## config.mk

```make
export PLATFORM = sky130hd
export DESIGN_NAME = zsm_div_cell
export DESIGN_NICKNAME = d
export VERILOG_FILES = /design/src/rtl/zsm_pkg.sv /design/src/rtl/zsm_div_cell.sv
export SDC_FILE = /design/constraint.sdc
export NUM_CORES = 1
export LEC_CHECK = 0
export BUFFER_PORTS_ARGS = -buffer_cell sky130_fd_sc_hd__buf_2
export CAP_MARGIN = 20
export CORE_AREA = 2 2 175 177
export CTS_CLUSTER_DIAMETER = 80
export DETAILED_ROUTE_END_ITERATION = 8
export DIE_AREA = 0 0 177 179
export PLACE_DENSITY_LB_ADDON = 0.08
export SLEW_MARGIN = 5
export SYNTH_ARGS = -nofsm -noshare
export SYNTH_HDL_FRONTEND = slang
export SYNTH_SLANG_ARGS = --single-unit
```

## constraint.sdc

```tcl
create_clock -name i_clk -period 4.6 [get_ports i_clk]
set_input_delay 0.92 -clock i_clk [delete_from_list [all_inputs] [get_ports i_clk]]
set_output_delay 0.92 -clock i_clk [all_outputs]
set_load 0.005 [all_outputs]
```

## src/rtl/zsm_pkg.sv

```systemverilog
// Shared types and constants for the zero-skew merge point unit.
`default_nettype none
package zsm_pkg;

    localparam int SQ_STEPS  = 57;   // one root bit per cell
    localparam int DIV_STEPS = 30;   // one quotient bit per cell

    localparam logic [29:0] LEN_MAX = 30'h3FFF_FFFF;

    localparam logic [7:0] CFG_RES = 8'd0;
    localparam logic [7:0] CFG_CAP = 8'd1;

    typedef enum logic [1:0] {
        CASE_BAL   = 2'd0,
        CASE_EXT_B = 2'd1,
        CASE_EXT_A = 2'd2,
        CASE_ZERO  = 2'd3
    } t_case;

    // side data carried along the square root chain
    typedef struct packed {
        t_case        kind;
        logic [20:0]  d;
        logic [55:0]  rcl;
        logic [91:0]  num;
        logic [69:0]  den;
        logic [47:0]  rc;
    } t_sq_side;

    typedef struct packed {
        logic [113:0] n;     // radicand, consumed two bits per step from the top
        logic [57:0]  rem;
        logic [56:0]  root;
        t_sq_side     side;
    } t_sq_word;

    // side data carried along the divider chain
    typedef struct packed {
        t_case        kind;
        logic         sat;
        logic [20:0]  d;
    } t_dv_side;

    typedef struct packed {
        logic [69:0]  rem;   // partial remainder, below the divisor unless sat is set
        logic [69:0]  dvs;
        logic [29:0]  low;   // dividend bits still to bring down
        logic [29:0]  quot;
        t_dv_side     side;
    } t_dv_word;

endpackage
`default_nettype wire

```

## src/rtl/zsm_div_cell.sv

```systemverilog
// One restoring division step, registered.
`default_nettype none
module zsm_div_cell
    import zsm_pkg::*;
(
    input  wire logic     i_clk,
    input  wire logic     i_rst_n,
    input  wire logic     i_adv,
    input  wire logic     i_valid,
    input  wire t_dv_word i_word,
    output logic          o_valid,
    output t_dv_word      o_word
);

    logic     r_valid;
    t_dv_word r_word;
    t_dv_word n_word;
    logic [70:0] sh;
    logic        ge;

    // shift in one dividend bit, subtract divisor if it fits
    always_comb begin
        sh     = {i_word.rem, i_word.low[29]};
        ge     = (sh >= {1'b0, i_word.dvs});
        n_word = i_word;
        n_word.rem  = ge ? 70'(sh - {1'b0, i_word.dvs}) : sh[69:0];
        n_word.low  = {i_word.low[28:0], 1'b0};
        n_word.quot = {i_word.quot[28:0], ge};
    end

    always_ff @(posedge i_clk) begin
        if (!i_rst_n) begin
            r_valid <= 1'b0;
        end else if (i_adv) begin
            r_valid <= i_valid;
        end
    end

    always_ff @(posedge i_clk) begin
        if (i_adv) begin
            r_word <= n_word;
        end
    end

    assign o_valid = r_valid;
    assign o_word  = r_word;

endmodule
`default_nettype wire

```

-- After elaboration in Yosys (flattened, before gate mapping)
Cells that the tools add are included.
- register bits after elaboration: 224
- bits of input ports: 228
- order comparisons: 1
- multiplexer cells: 1
- add/subtract/negate cells: 1
- operators with widths (cell ; number):
    $ge A71 B70 Y1 ; 1
    $mux W70 ; 1
    $sub A70 B70 Y70 ; 1

-- Depth between registers and ports, before layout
- word-level depth: 2
- gate-level depth with buffers: 14
- depth with buffers taken out: 14

-- Worst setup path after synthesis
Ideal clock, no wire load.
- path kind: input to register
- start point: in i_word[83] (netlist name)
- end point: reg r_word, in the netlist o_word[214] (data pin)
- arrival time: 3.704 ns
- library setup time: 0.260 ns
- required time: 4.340 ns
- setup slack: 0.635 ns
- cell stages on the path: 14
- path through: inv_1 -> ha_1 -> inv_1 -> fa_1 -> a211oi_1 -> o211ai_1 -> a32oi_1 -> a21oi_1 -> nor3_1 -> o311ai_2 -> a211oi_1 -> o21ai_0 -> xnor2_1 -> mux2_4
- RTL lines (item ; line ; RTL):
    start, declared ; zsm_div_cell.sv:10 ; input wire t_dv_word i_word,
    end signal, assigned ; zsm_div_cell.sv:41 ; r_word <= n_word;
    end, declared ; zsm_div_cell.sv:16 ; t_dv_word r_word;

==> summary.txt <==
Route
  – DRC violations left: 0
  – Antenna-violating nets left: 0
  – First-iteration detailed-routing DRC count: 569
  – Pre-antenna DRT Iters: 8
  – Detailed Route WL: roughly 37000 um
  – Routed vias: between 9000 and 10000
  – Wire per inst: between 15 and 20 um
  – Vias/cell: about 5.2

Timing
  – Final setup margin: approximately 0.53 ns
  – Relative slew slack: 55.6%
  – Final setup viols: 0
  – Final Cycle Share: around 88%
  – Max-slew violations: 0
  – Setup TNS Final: 0 ns
  – Unrepaired setup endpoints after global routing: no
  – Slew @ Worst Pin: 0.666 ns
  – Fin crit period: 4.07 ns
  – WHS: ~0.52 ns
  – Final Hold Fails: 0
  – Layout Skew: 0 ns
  – Fmax: ~250 MHz

Logic synthesis
  – Cell taking the most area after synthesis: edfxtp_1
  – Register area share after synthesis: roughly 54%
  – Area contributors post-synth: edfxtp_1, mux2_4, ha_1, a21oi_1, xnor2_1
  – Yosys warns: 0
  – Asr flop ratio synth: 0%
  – FF+latch count, synth: approximately 220
  – Synth cell types: 68
  – EDFF count, synth: around 220
  – Syn Nets: ~1300
  – Post-Syn Area: about 13000 sq um
  – Syn_area_per_cell: roughly 12 sq um
  – Mapped Cells: 1045
  – Synth Flop Type: edfxtp_1
  – Top cell type's share of synthesized area: about 54%

Clocking
  – CTS Buffer Depth: 3
  – Worst skew pair latency: 0.53 ns
  – Num CTS Buffers: 26
  – Post-CTS sizing: 0
  – Clock-pin transition on the worst setup and hold timing paths: ~0.060 ns
  – Clk root buf: clkbuf_16
  – CTS tree: yes
  – CTS Sinks: approximately 220
  – Htree depth: 1
  – Setup bufs post-CTS: 0
  – Hold_buf cts: 0

Power
  – P_leak: ~7.4 nW
  – Comb power frac: between 20% and 30%
  – Clock share of power: between 30% and 40%
  – Sw Share: approximately 27%
  – Internal power: around 4.3 mW
  – Pwr Density: between 300 and 400 nW/um^2
  – Tot Pwr: around 5.9 mW
  – Reg power frac: 43.4%
  – Worst vdd ir: 0.271 mV
  – Psw: approximately 1.6 mW

Setup path
  – Crit. Startpoint: i_word[83]
  – Worst Setup Start Kind: primary input
  – Crit path DAT: roughly 4.4 ns
  – Element type at the critical path end: register
  – Origin of the critical flop-to-flop path: o_valid
  – Cells on worst reg2reg path: 2
  – Reg-to-reg slack, setup: between 4 and 5 ns
  – Crit Path Class: in2reg
  – WP data required: around 4.9 ns
  – Worst R2R End: o_valid
  – Crit-path max FO: 3

Cells and area
  – Fillers: 2718
  – Storage cell area: ~6700 sq um
  – Layout Nets: 1811
  – Commonest non-fill, non-tap cells in the layout: buf_2, edfxtp_1, a21oi_1
  – Multi-input combinational cell area: just over 5000 sq um
  – Layout cells sized above 1: 39.2%
  – Commonest non-fill, non-tap cell in the layout: buf_2
  – Area delta synth->final: 29.0%
  – Core Util, Final: roughly 54%

Place
  – Detail Placement HPWL: 30000 um
  – Pre-CTS setup slack: between 0.1 and 0.15 ns
  – GPL Wtd Cong: between 0.8 and 0.9
  – PortBufs: 450

Global route
  – Initial antenna violation count: 14
  – Largest net degree at the start of global routing: 102
  – All-layer global routing usage: 22.4%
  – GR Overflow Total: 0
  – First-pass GRT wire length: 54500 um
  – Vias in the first global route: approximately 9700

Hold path
  – Hold Path Class: reg2reg
  – Hold_sp: o_valid
  – Worst hold endpoint: o_valid
  – WHS Path Cells: 2

Flow run
  – MaxCap Viol Count: 0

Floorplan
  – Die width: approximately 180 um
  – Die ar.: approximately 32000 sq um
  – Initial Util: 41.6%
  – Core area: between 30000 and 40000 sq um
  – I/O pins: ~450
  – Die Span Y: 179 um
  – Core Rows: 64

Status
  – Status: complete, no violations
## worst max path at each step
stage,to,slack [ns],cells after the start
floorplan,o_word[214],0.64,14
global placement,o_word[214],0.08,17
detailed placement,o_word[222],0.10,18
CTS,o_word[214],0.65,17
global route,o_word[214],0.35,17
finish,o_word[214],0.53,17
## state kept, by name (all words and copies together) (netlist names)
signal,cells
o_valid,1
o_word,223
## through the flow
step                      std cells  cell area (sq um)
after floorplan                1045              12500
after global placement         1880              15300
after detailed placement       1880              15300
after CTS                      1926              16100
after global routing           1928              16100
final                          1929              16100
## power by group through the flow
stage,sequential (mW),clock [mW],combinational (mW)
floorplan,2.64,0,0.774
global placement,2.60,0,1.40
detailed placement,2.60,0,1.41
CTS,2.56,1.99,1.42
global route,2.58,2.06,1.55
finish,2.56,1.93,1.41
## per-layer routing
layer / vias up / wire length (um) / track usage, %
met5: - / 60 / 0
met4: 10 / 750 / 5.75
met3: 56 / 3660 / 7.36
met2: 367 / 17800 / 38.0
met1: 4745 / 15000 / 27.6
li1: 4798 / - / -
## synthesized netlist by cell type, types with 3 or more instances
cell type  count
o21a_1         8
edfxtp_1     223
a21o_1        33
mux2_4        68
o21ai_1        4
and3_1         3
buf_6          7
nand3_1        9
buf_2          4
nand2b_1      10
o21bai_1      21
nor3_1        15
xnor2_1       41
nand2_1       60
a21oi_1      102
o211ai_1       6
nor2b_1        6
o31ai_1        5
nor2_1        55
a31oi_1        4
xor2_1        22
o21ai_0       43
nand4_1       37
a211oi_1       6
nor4_1         5
clkbuf_1      34
ha_1          70
inv_1         93
## kinds of logic (layout without fill, tap and decap cells)
group           count (synthesis)  after routing  synth area share, %
compound gates                263            263                 13.4
flops                         224            224                 53.7
simple gates                  213            213                 8.25
buf+inv                       140            625                 4.69
fa+ha+maj                      71             71                 7.17
mux                            70             70                 8.33
xor+xnor                       63             63                 4.41
other cells                     1              4               0.0300
## area by class of cell
| class | instances | area share, % |
|---|---|---|
| diodes | 3 | 0.0465 |
| clock buffers | 32 | 4.30 |
| clock inverters | 14 | 0.628 |
| inverters | 93 | 2.16 |
| multi-input cells | 681 | 32.2 |
| flip-flops and latches | 224 | 41.6 |
| well taps | 396 | 3.07 |
| repair buffers | 486 | 15.9 |
## worst max-delay path, cell delays in order
cell and delay, ns:
buf_2 0.09, inv_1 0.06, ha_1 0.16, inv_1 0.05
fa_1 0.43, a211oi_1 0.25, buf_4 0.15, o211ai_1 0.13
a32oi_1 0.40, a21oi_1 0.18, nor3_1 0.17, buf_4 0.16
o311ai_2 0.15, a211oi_1 0.44, o21ai_0 0.19, xnor2_1 0.16
mux2_4 0.26
Power figures use the tool's default switching activity.
