[config.mk]
export PLATFORM = sky130hd
export DESIGN_NAME = zsm_sqrt_cell
export DESIGN_NICKNAME = d
export VERILOG_FILES = /design/src/rtl/zsm_pkg.sv /design/src/rtl/zsm_sqrt_cell.sv
export SDC_FILE = /design/constraint.sdc
export NUM_CORES = 1
export LEC_CHECK = 0
export ABC_AREA = 1
export BUFFER_PORTS_ARGS = -buffer_cell sky130_fd_sc_hd__buf_4
export CAP_MARGIN = 20
export CORE_AREA = 2 2 406 408
export DETAILED_ROUTE_END_ITERATION = 7
export DIE_AREA = 0 0 408 410
export GPL_ROUTABILITY_DRIVEN = 0
export GPL_TIMING_DRIVEN = 0
export SLEW_MARGIN = 20
export SYNTH_ARGS = -nofsm -noshare
export SYNTH_HDL_FRONTEND = slang
export SYNTH_SLANG_ARGS = --single-unit
export TNS_END_PERCENT = 30
[constraint.sdc]
create_clock -name i_clk -period 1.95 [get_ports i_clk]
set_input_delay 0.195 -clock i_clk [delete_from_list [all_inputs] [get_ports i_clk]]
set_output_delay 0.195 -clock i_clk [all_outputs]
set_load 0.05 [all_outputs]
[src/rtl/zsm_pkg.sv]
// Shared types and constants for the zero-skew merge point unit.
`default_nettype none
package zsm_pkg;

    localparam int SQ_STEPS  = 57;   // one root bit per cell
    localparam int DIV_STEPS = 30;   // one quotient bit per cell

    localparam logic [29:0] LEN_MAX = 30'h3FFF_FFFF;

    localparam logic [7:0] CFG_RES = 8'd0;
    localparam logic [7:0] CFG_CAP = 8'd1;

    typedef enum logic [1:0] {
        CASE_BAL   = 2'd0,
        CASE_EXT_B = 2'd1,
        CASE_EXT_A = 2'd2,
        CASE_ZERO  = 2'd3
    } t_case;

    // side data carried along the square root chain
    typedef struct packed {
        t_case        kind;
        logic [20:0]  d;
        logic [55:0]  rcl;
        logic [91:0]  num;
        logic [69:0]  den;
        logic [47:0]  rc;
    } t_sq_side;

    typedef struct packed {
        logic [113:0] n;     // radicand, consumed two bits per step from the top
        logic [57:0]  rem;
        logic [56:0]  root;
        t_sq_side     side;
    } t_sq_word;

    // side data carried along the divider chain
    typedef struct packed {
        t_case        kind;
        logic         sat;
        logic [20:0]  d;
    } t_dv_side;

    typedef struct packed {
        logic [69:0]  rem;   // partial remainder, below the divisor unless sat is set
        logic [69:0]  dvs;
        logic [29:0]  low;   // dividend bits still to bring down
        logic [29:0]  quot;
        t_dv_side     side;
    } t_dv_word;

endpackage
`default_nettype wire

[src/rtl/zsm_sqrt_cell.sv]
// One digit-by-digit integer square root step, registered.
`default_nettype none
module zsm_sqrt_cell
    import zsm_pkg::*;
(
    input  wire logic     i_clk,
    input  wire logic     i_rst_n,
    input  wire logic     i_adv,
    input  wire logic     i_valid,
    input  wire t_sq_word i_word,
    output logic          o_valid,
    output t_sq_word      o_word
);

    logic     r_valid;
    t_sq_word r_word;
    t_sq_word n_word;
    logic [59:0] sh;
    logic [59:0] trial;
    logic        ge;

    // bring down two radicand bits, try root*4+1
    always_comb begin
        sh     = {i_word.rem, i_word.n[113:112]};
        trial  = {1'b0, i_word.root, 2'b01};
        ge     = (sh >= trial);
        n_word = i_word;
        n_word.n    = {i_word.n[111:0], 2'b00};
        n_word.rem  = ge ? 58'(sh - trial) : sh[57:0];
        n_word.root = {i_word.root[55:0], ge};
    end

    always_ff @(posedge i_clk) begin
        if (!i_rst_n) begin
            r_valid <= 1'b0;
        end else if (i_adv) begin
            r_valid <= i_valid;
        end
    end

    always_ff @(posedge i_clk) begin
        if (i_adv) begin
            r_word <= n_word;
        end
    end

    assign o_valid = r_valid;
    assign o_word  = r_word;

endmodule
`default_nettype wire

* After elaboration in Yosys (flattened, before gate mapping) *
Index checks and enable logic that the tools add are counted.

operators by class
  add/subtract/negate cells = 1
  order comparisons = 1
  mux-type cells = 1

operator list
  kind                                              number
  60-bit by 59-bit >= comparator with 1-bit output  1
  58-bit two-way mux                                1
  58-bit subtractor                                 1

word-level totals
  register bits = 517
  word-level logic and storage cells = 13

* Logic depth before layout (Yosys ltp) *
  word-level depth = 2
  gate-level depth with buffers = 18
  gate-level depth less buffers = 16

* Least setup slack after synthesis *
No wires, ideal clock.

  kind = input to register
  start point = in i_word[290] (netlist bit)
  end point = reg r_word, in the netlist o_word[379] (data pin)
  data arrival time = 1.837 ns
  data required time = 1.686 ns
  path slack = -0.151 ns
  stages on the path = 15
  buffers on the path = 2
  cell sequence = inv_1 > ha_1 > or2_2 > nand3_1 > nand2_2 > nand2_1 > nand2_2 > nand2_1 > nand2_2 > nand2_2 > nand3_4 > buf_6 > buf_6 > nand2_1 > o21ai_0

RTL lines
  element                 RTL line             source
  start: declaration      zsm_sqrt_cell.sv:10  input wire t_sq_word i_word,
  end signal: assignment  zsm_sqrt_cell.sv:43  r_word <= n_word;
  end: declaration        zsm_sqrt_cell.sv:16  t_sq_word r_word;

==> results.txt <==
----------------------------------------------------
[Layout]
  Fillers ... 17300
  Sequential cell area ... 15500 um^2
  Most frequent cells in the layout ... buf_4 (1042), nand2_1 (580), dlygate4sd3_1 (517), edfxtp_1 (516), inv_1 (400)
  Final net count ... about 4200
  Commonest non-fill, non-tap cell in the layout ... buf_4
  Area growth from synthesis to final layout ... 87.1%
  Layout cells sized above 1 ... a little over a third
  Area occupied by multi-input gates ... between 5000 and 6000 um^2
  Finished Core Util ... between 20% and 30%

[STA]
  Post-route worst hold slack ... roughly 120 ps
  Setup TNS ... -229 ps
  Share of the clock period used by the worst path after layout ... 103%
  Setup repair after global routing missed its margin ... yes
  Final-report max-slew violation count ... 0
  Final hold vios ... 0
  Slew @ Worst Pin ... roughly 580 ps
  Final setup violation count ... 15
  Setup slack of the critical path after layout ... -62.6 ps
  Fin Clk Skew ... 0 ps
  Max_slew headroom ... between 60% and 70%
  Min cycle time layout ... 2010 ps
  Maximum clock frequency ... 497 MHz

[Clocking]
  CTS H-tree depth ... 3
  Clock sinks ... a little over 500
  Maximum root-to-sink buffer count ... 3
  Cts bufs inserted ... 71
  TritonCTS clock tree ... done
  Clock tree root buffer cell ... clkbuf_16
  Clock insertion delay at the later pin of the skew report ... roughly 690 ps
  Post-CTS clock slew at the launch and capture registers of the worst setup and hold paths ... 60 ps

[GRT]
  Initial antenna violation count ... approximately 140
  Aggregate global routing overflow ... 0
  Global Route Usage Sum ... ~20%
  First-pass GRT wire length ... 217000 um
  Number of global-route vias before repair ... 21600
  Largest net degree at the start of global routing ... 99

[Floorplan]
  Ports ... approximately 1000
  Width of the die ... just over 400 um
  Std-Cell Rows ... between 100 and 150
  Die Span Y ... a little over 400 um
  Starting utilization of the core area ... a little over an eighth
  Area of the core ... 163000 um^2
  DIE AREA ... approximately 170000 um^2

[Drt]
  Iteration count of the initial detailed-routing pass ... 6
  Per-cell via count in the routed design ... ~3.7
  Final Routed Wirelength ... roughly 170000 um
  Antenna Nets Post-Route ... 0
  Post-route DRC violation count ... 0
  Via count ... roughly 22000
  Routed wirelength normalized by instance count ... around 29 um
  Iteration-0 DRC Markers ... approximately 1800

[Min path]
  Hold path start ... i_word[353]
  Min-delay worst type ... in -> reg
  Min-Delay Path Depth ... 5
  Min-Delay Endpoint ... o_word[355]$_DFFE_PP_

[Outcome]
  Result of the run ... finished with violations
  Failing checks ... negative setup slack

[Worst setup path]
  Arrival time at the worst endpoint ... between 2000 and 3000 ps
  Required time of the worst setup path ... between 2000 and 2500 ps
  Startpoint Class ... input pin
  Reg-to-reg setup timing slack ... between 700 and 800 ps
  Crit Reg-Reg Endpoint ... o_valid$_SDFFE_PN0P_
  Worst Reg-to-Reg Cells ... 3
  Worst R2R Start ... o_valid$_SDFFE_PN0P_
  Type of the worst setup path ... in -> reg
  CP Max Fanout ... 10
  Crit path capture type ... flop

[Power and ir drop]
  Power after layout ... ~0.038 W
  Static Leakage ... between 15 and 20 nW
  PwrDens ... 917 nW/um^2
  Worst IR drop on VDD ... just under 0.7 mV

[Synth]
  Post-synthesis cell type count ... 36
  Number of synthesis warnings ... 0
  Netlist Area Pre-Place ... around 22000 um^2
  Cell count after synthesis ... ~2000
  Syn_area_per_cell ... 11.3 um^2
  Sequential share of the synthesized area ... approximately 70%
  Number of flip-flops and latches in the synthesized netlist ... between 500 and 600

[Placement]
  I/O Buffers ... around 1000
  HPWL Detailed ... approximately 150000 um

[Job]
  Max_cap viols ... 0

----------------------------------------------------
## repair_timing
action | CTS | global route
hold buffers | 515 | 2
pin swaps | 2 | 6
gates resized for setup | 36 | 66
gates cloned | 1 | 0
setup endpoints to repair | 58 | 58
setup buffers | 3 | 1
hold endpoints to repair | 562 | 2
## final cells by class
class	instances	share of cell area, %
Antenna cell	37	0.224
Buffer	16	0.378
Clock inverter	48	1.35
Timing Repair Buffer	1566	31.9
Tap cell	2189	6.62
Multi-Input combinational cell	1014	13.7
Sequential cell	517	37.5
Clock buffer	81	4.39
Inverter	419	3.84
## metrics by stage
step	cell area, um^2	std cells	setup WS (ps)
final	41400	5887	-62.6
after global routing	41300	5867	-52.7
after CTS	41000	5847	-1.04
after detailed placement	33300	5199	-1250
after global placement	33100	5193	-4140
after floorplan	22600	1966	0.0996
## critical path, cell delays in order
cell	delay [ps]
buf_4	110
inv_1	40
ha_1	410
a21oi_1	270
nand2_1	90
a21oi_1	190
nand2_1	120
a21oi_4	160
buf_4	170
clkbuf_1	340
nand4_1	240
nand2_1	170
## power breakdown
part           switching, W  internal (W)
Combinational       0.00723       0.00340
Clock               0.00573       0.00785
Sequential         0.000324        0.0134
Total                0.0133        0.0246
## worst max path at each step
stage	from	end	slack (ps)	cells after the start
floorplan	i_word[331]	o_word[389]$_DFFE_PP_	0.1	13
global placement	i_adv	o_word[321]$_DFFE_PP_	-4140	1
detailed placement	i_word[516]	o_word[386]$_DFFE_PP_	-1250	16
CTS	i_word[312]	o_word[384]$_DFFE_PP_	-1	15
global route	i_word[327]	o_word[387]$_DFFE_PP_	-50	16
finish	i_word[342]	o_word[387]$_DFFE_PP_	-60	12
## synth_stat cells
master	n	area share, %
a21o_1	1	0.034
a21oi_1	37	0.84
a21oi_2	1	0.040
and2_0	4	0.11
and2_1	2	0.057
buf_2	1	0.023
buf_4	2	0.068
buf_6	7	0.36
clkbuf_1	5	0.085
clkbuf_2	1	0.023
conb_1	1	0.017
dfxtp_1	1	0.091
edfxtp_1	516	70
ha_1	59	3.3
inv_1	414	7.0
inv_2	5	0.085
nand2_1	608	10
nand2_2	12	0.34
nand3_1	58	1.3
nand3_4	1	0.079
nand4_1	32	0.91
nand4_4	1	0.096
nor2_1	92	1.6
nor2_2	4	0.11
nor2_4	2	0.10
nor3_1	9	0.20
nor3_2	1	0.045
nor3_4	1	0.074
nor4b_2	1	0.068
o211ai_1	1	0.034
o21ai_0	23	0.52
o21ai_1	29	0.66
o21bai_1	2	0.068
or2_2	1	0.028
xnor2_1	2	0.079
xor2_1	28	1.1
## state kept, by name, summed over array words and instances, names as in the netlist
name,flops
o_word,516
o_valid,1
## kinds of logic after synthesis
| kind of cell | synth area share (%) |
|---|---|
| other cells | 0.0170 |
| simple gates | 15.4 |
| compound gates | 2.19 |
| fa+ha+maj | 3.34 |
| buf+inv | 7.67 |
| xor+xnor | 1.19 |
| flops | 70.2 |
## routing by layer
| metal | up-vias | part of all wire (%) | GRT usage (%) |
|---|---|---|---|
| li1 | 9705 | - | - |
| met1 | 10600 | 37 | 22.7 |
| met2 | 1385 | 45 | 31.8 |
| met3 | 321 | 14 | 11.5 |
| met4 | 22 | 3.6 | 5.61 |
| met5 | - | 0.082 | 0 |
No activity file was read; power rests on OpenSTA's default activity.
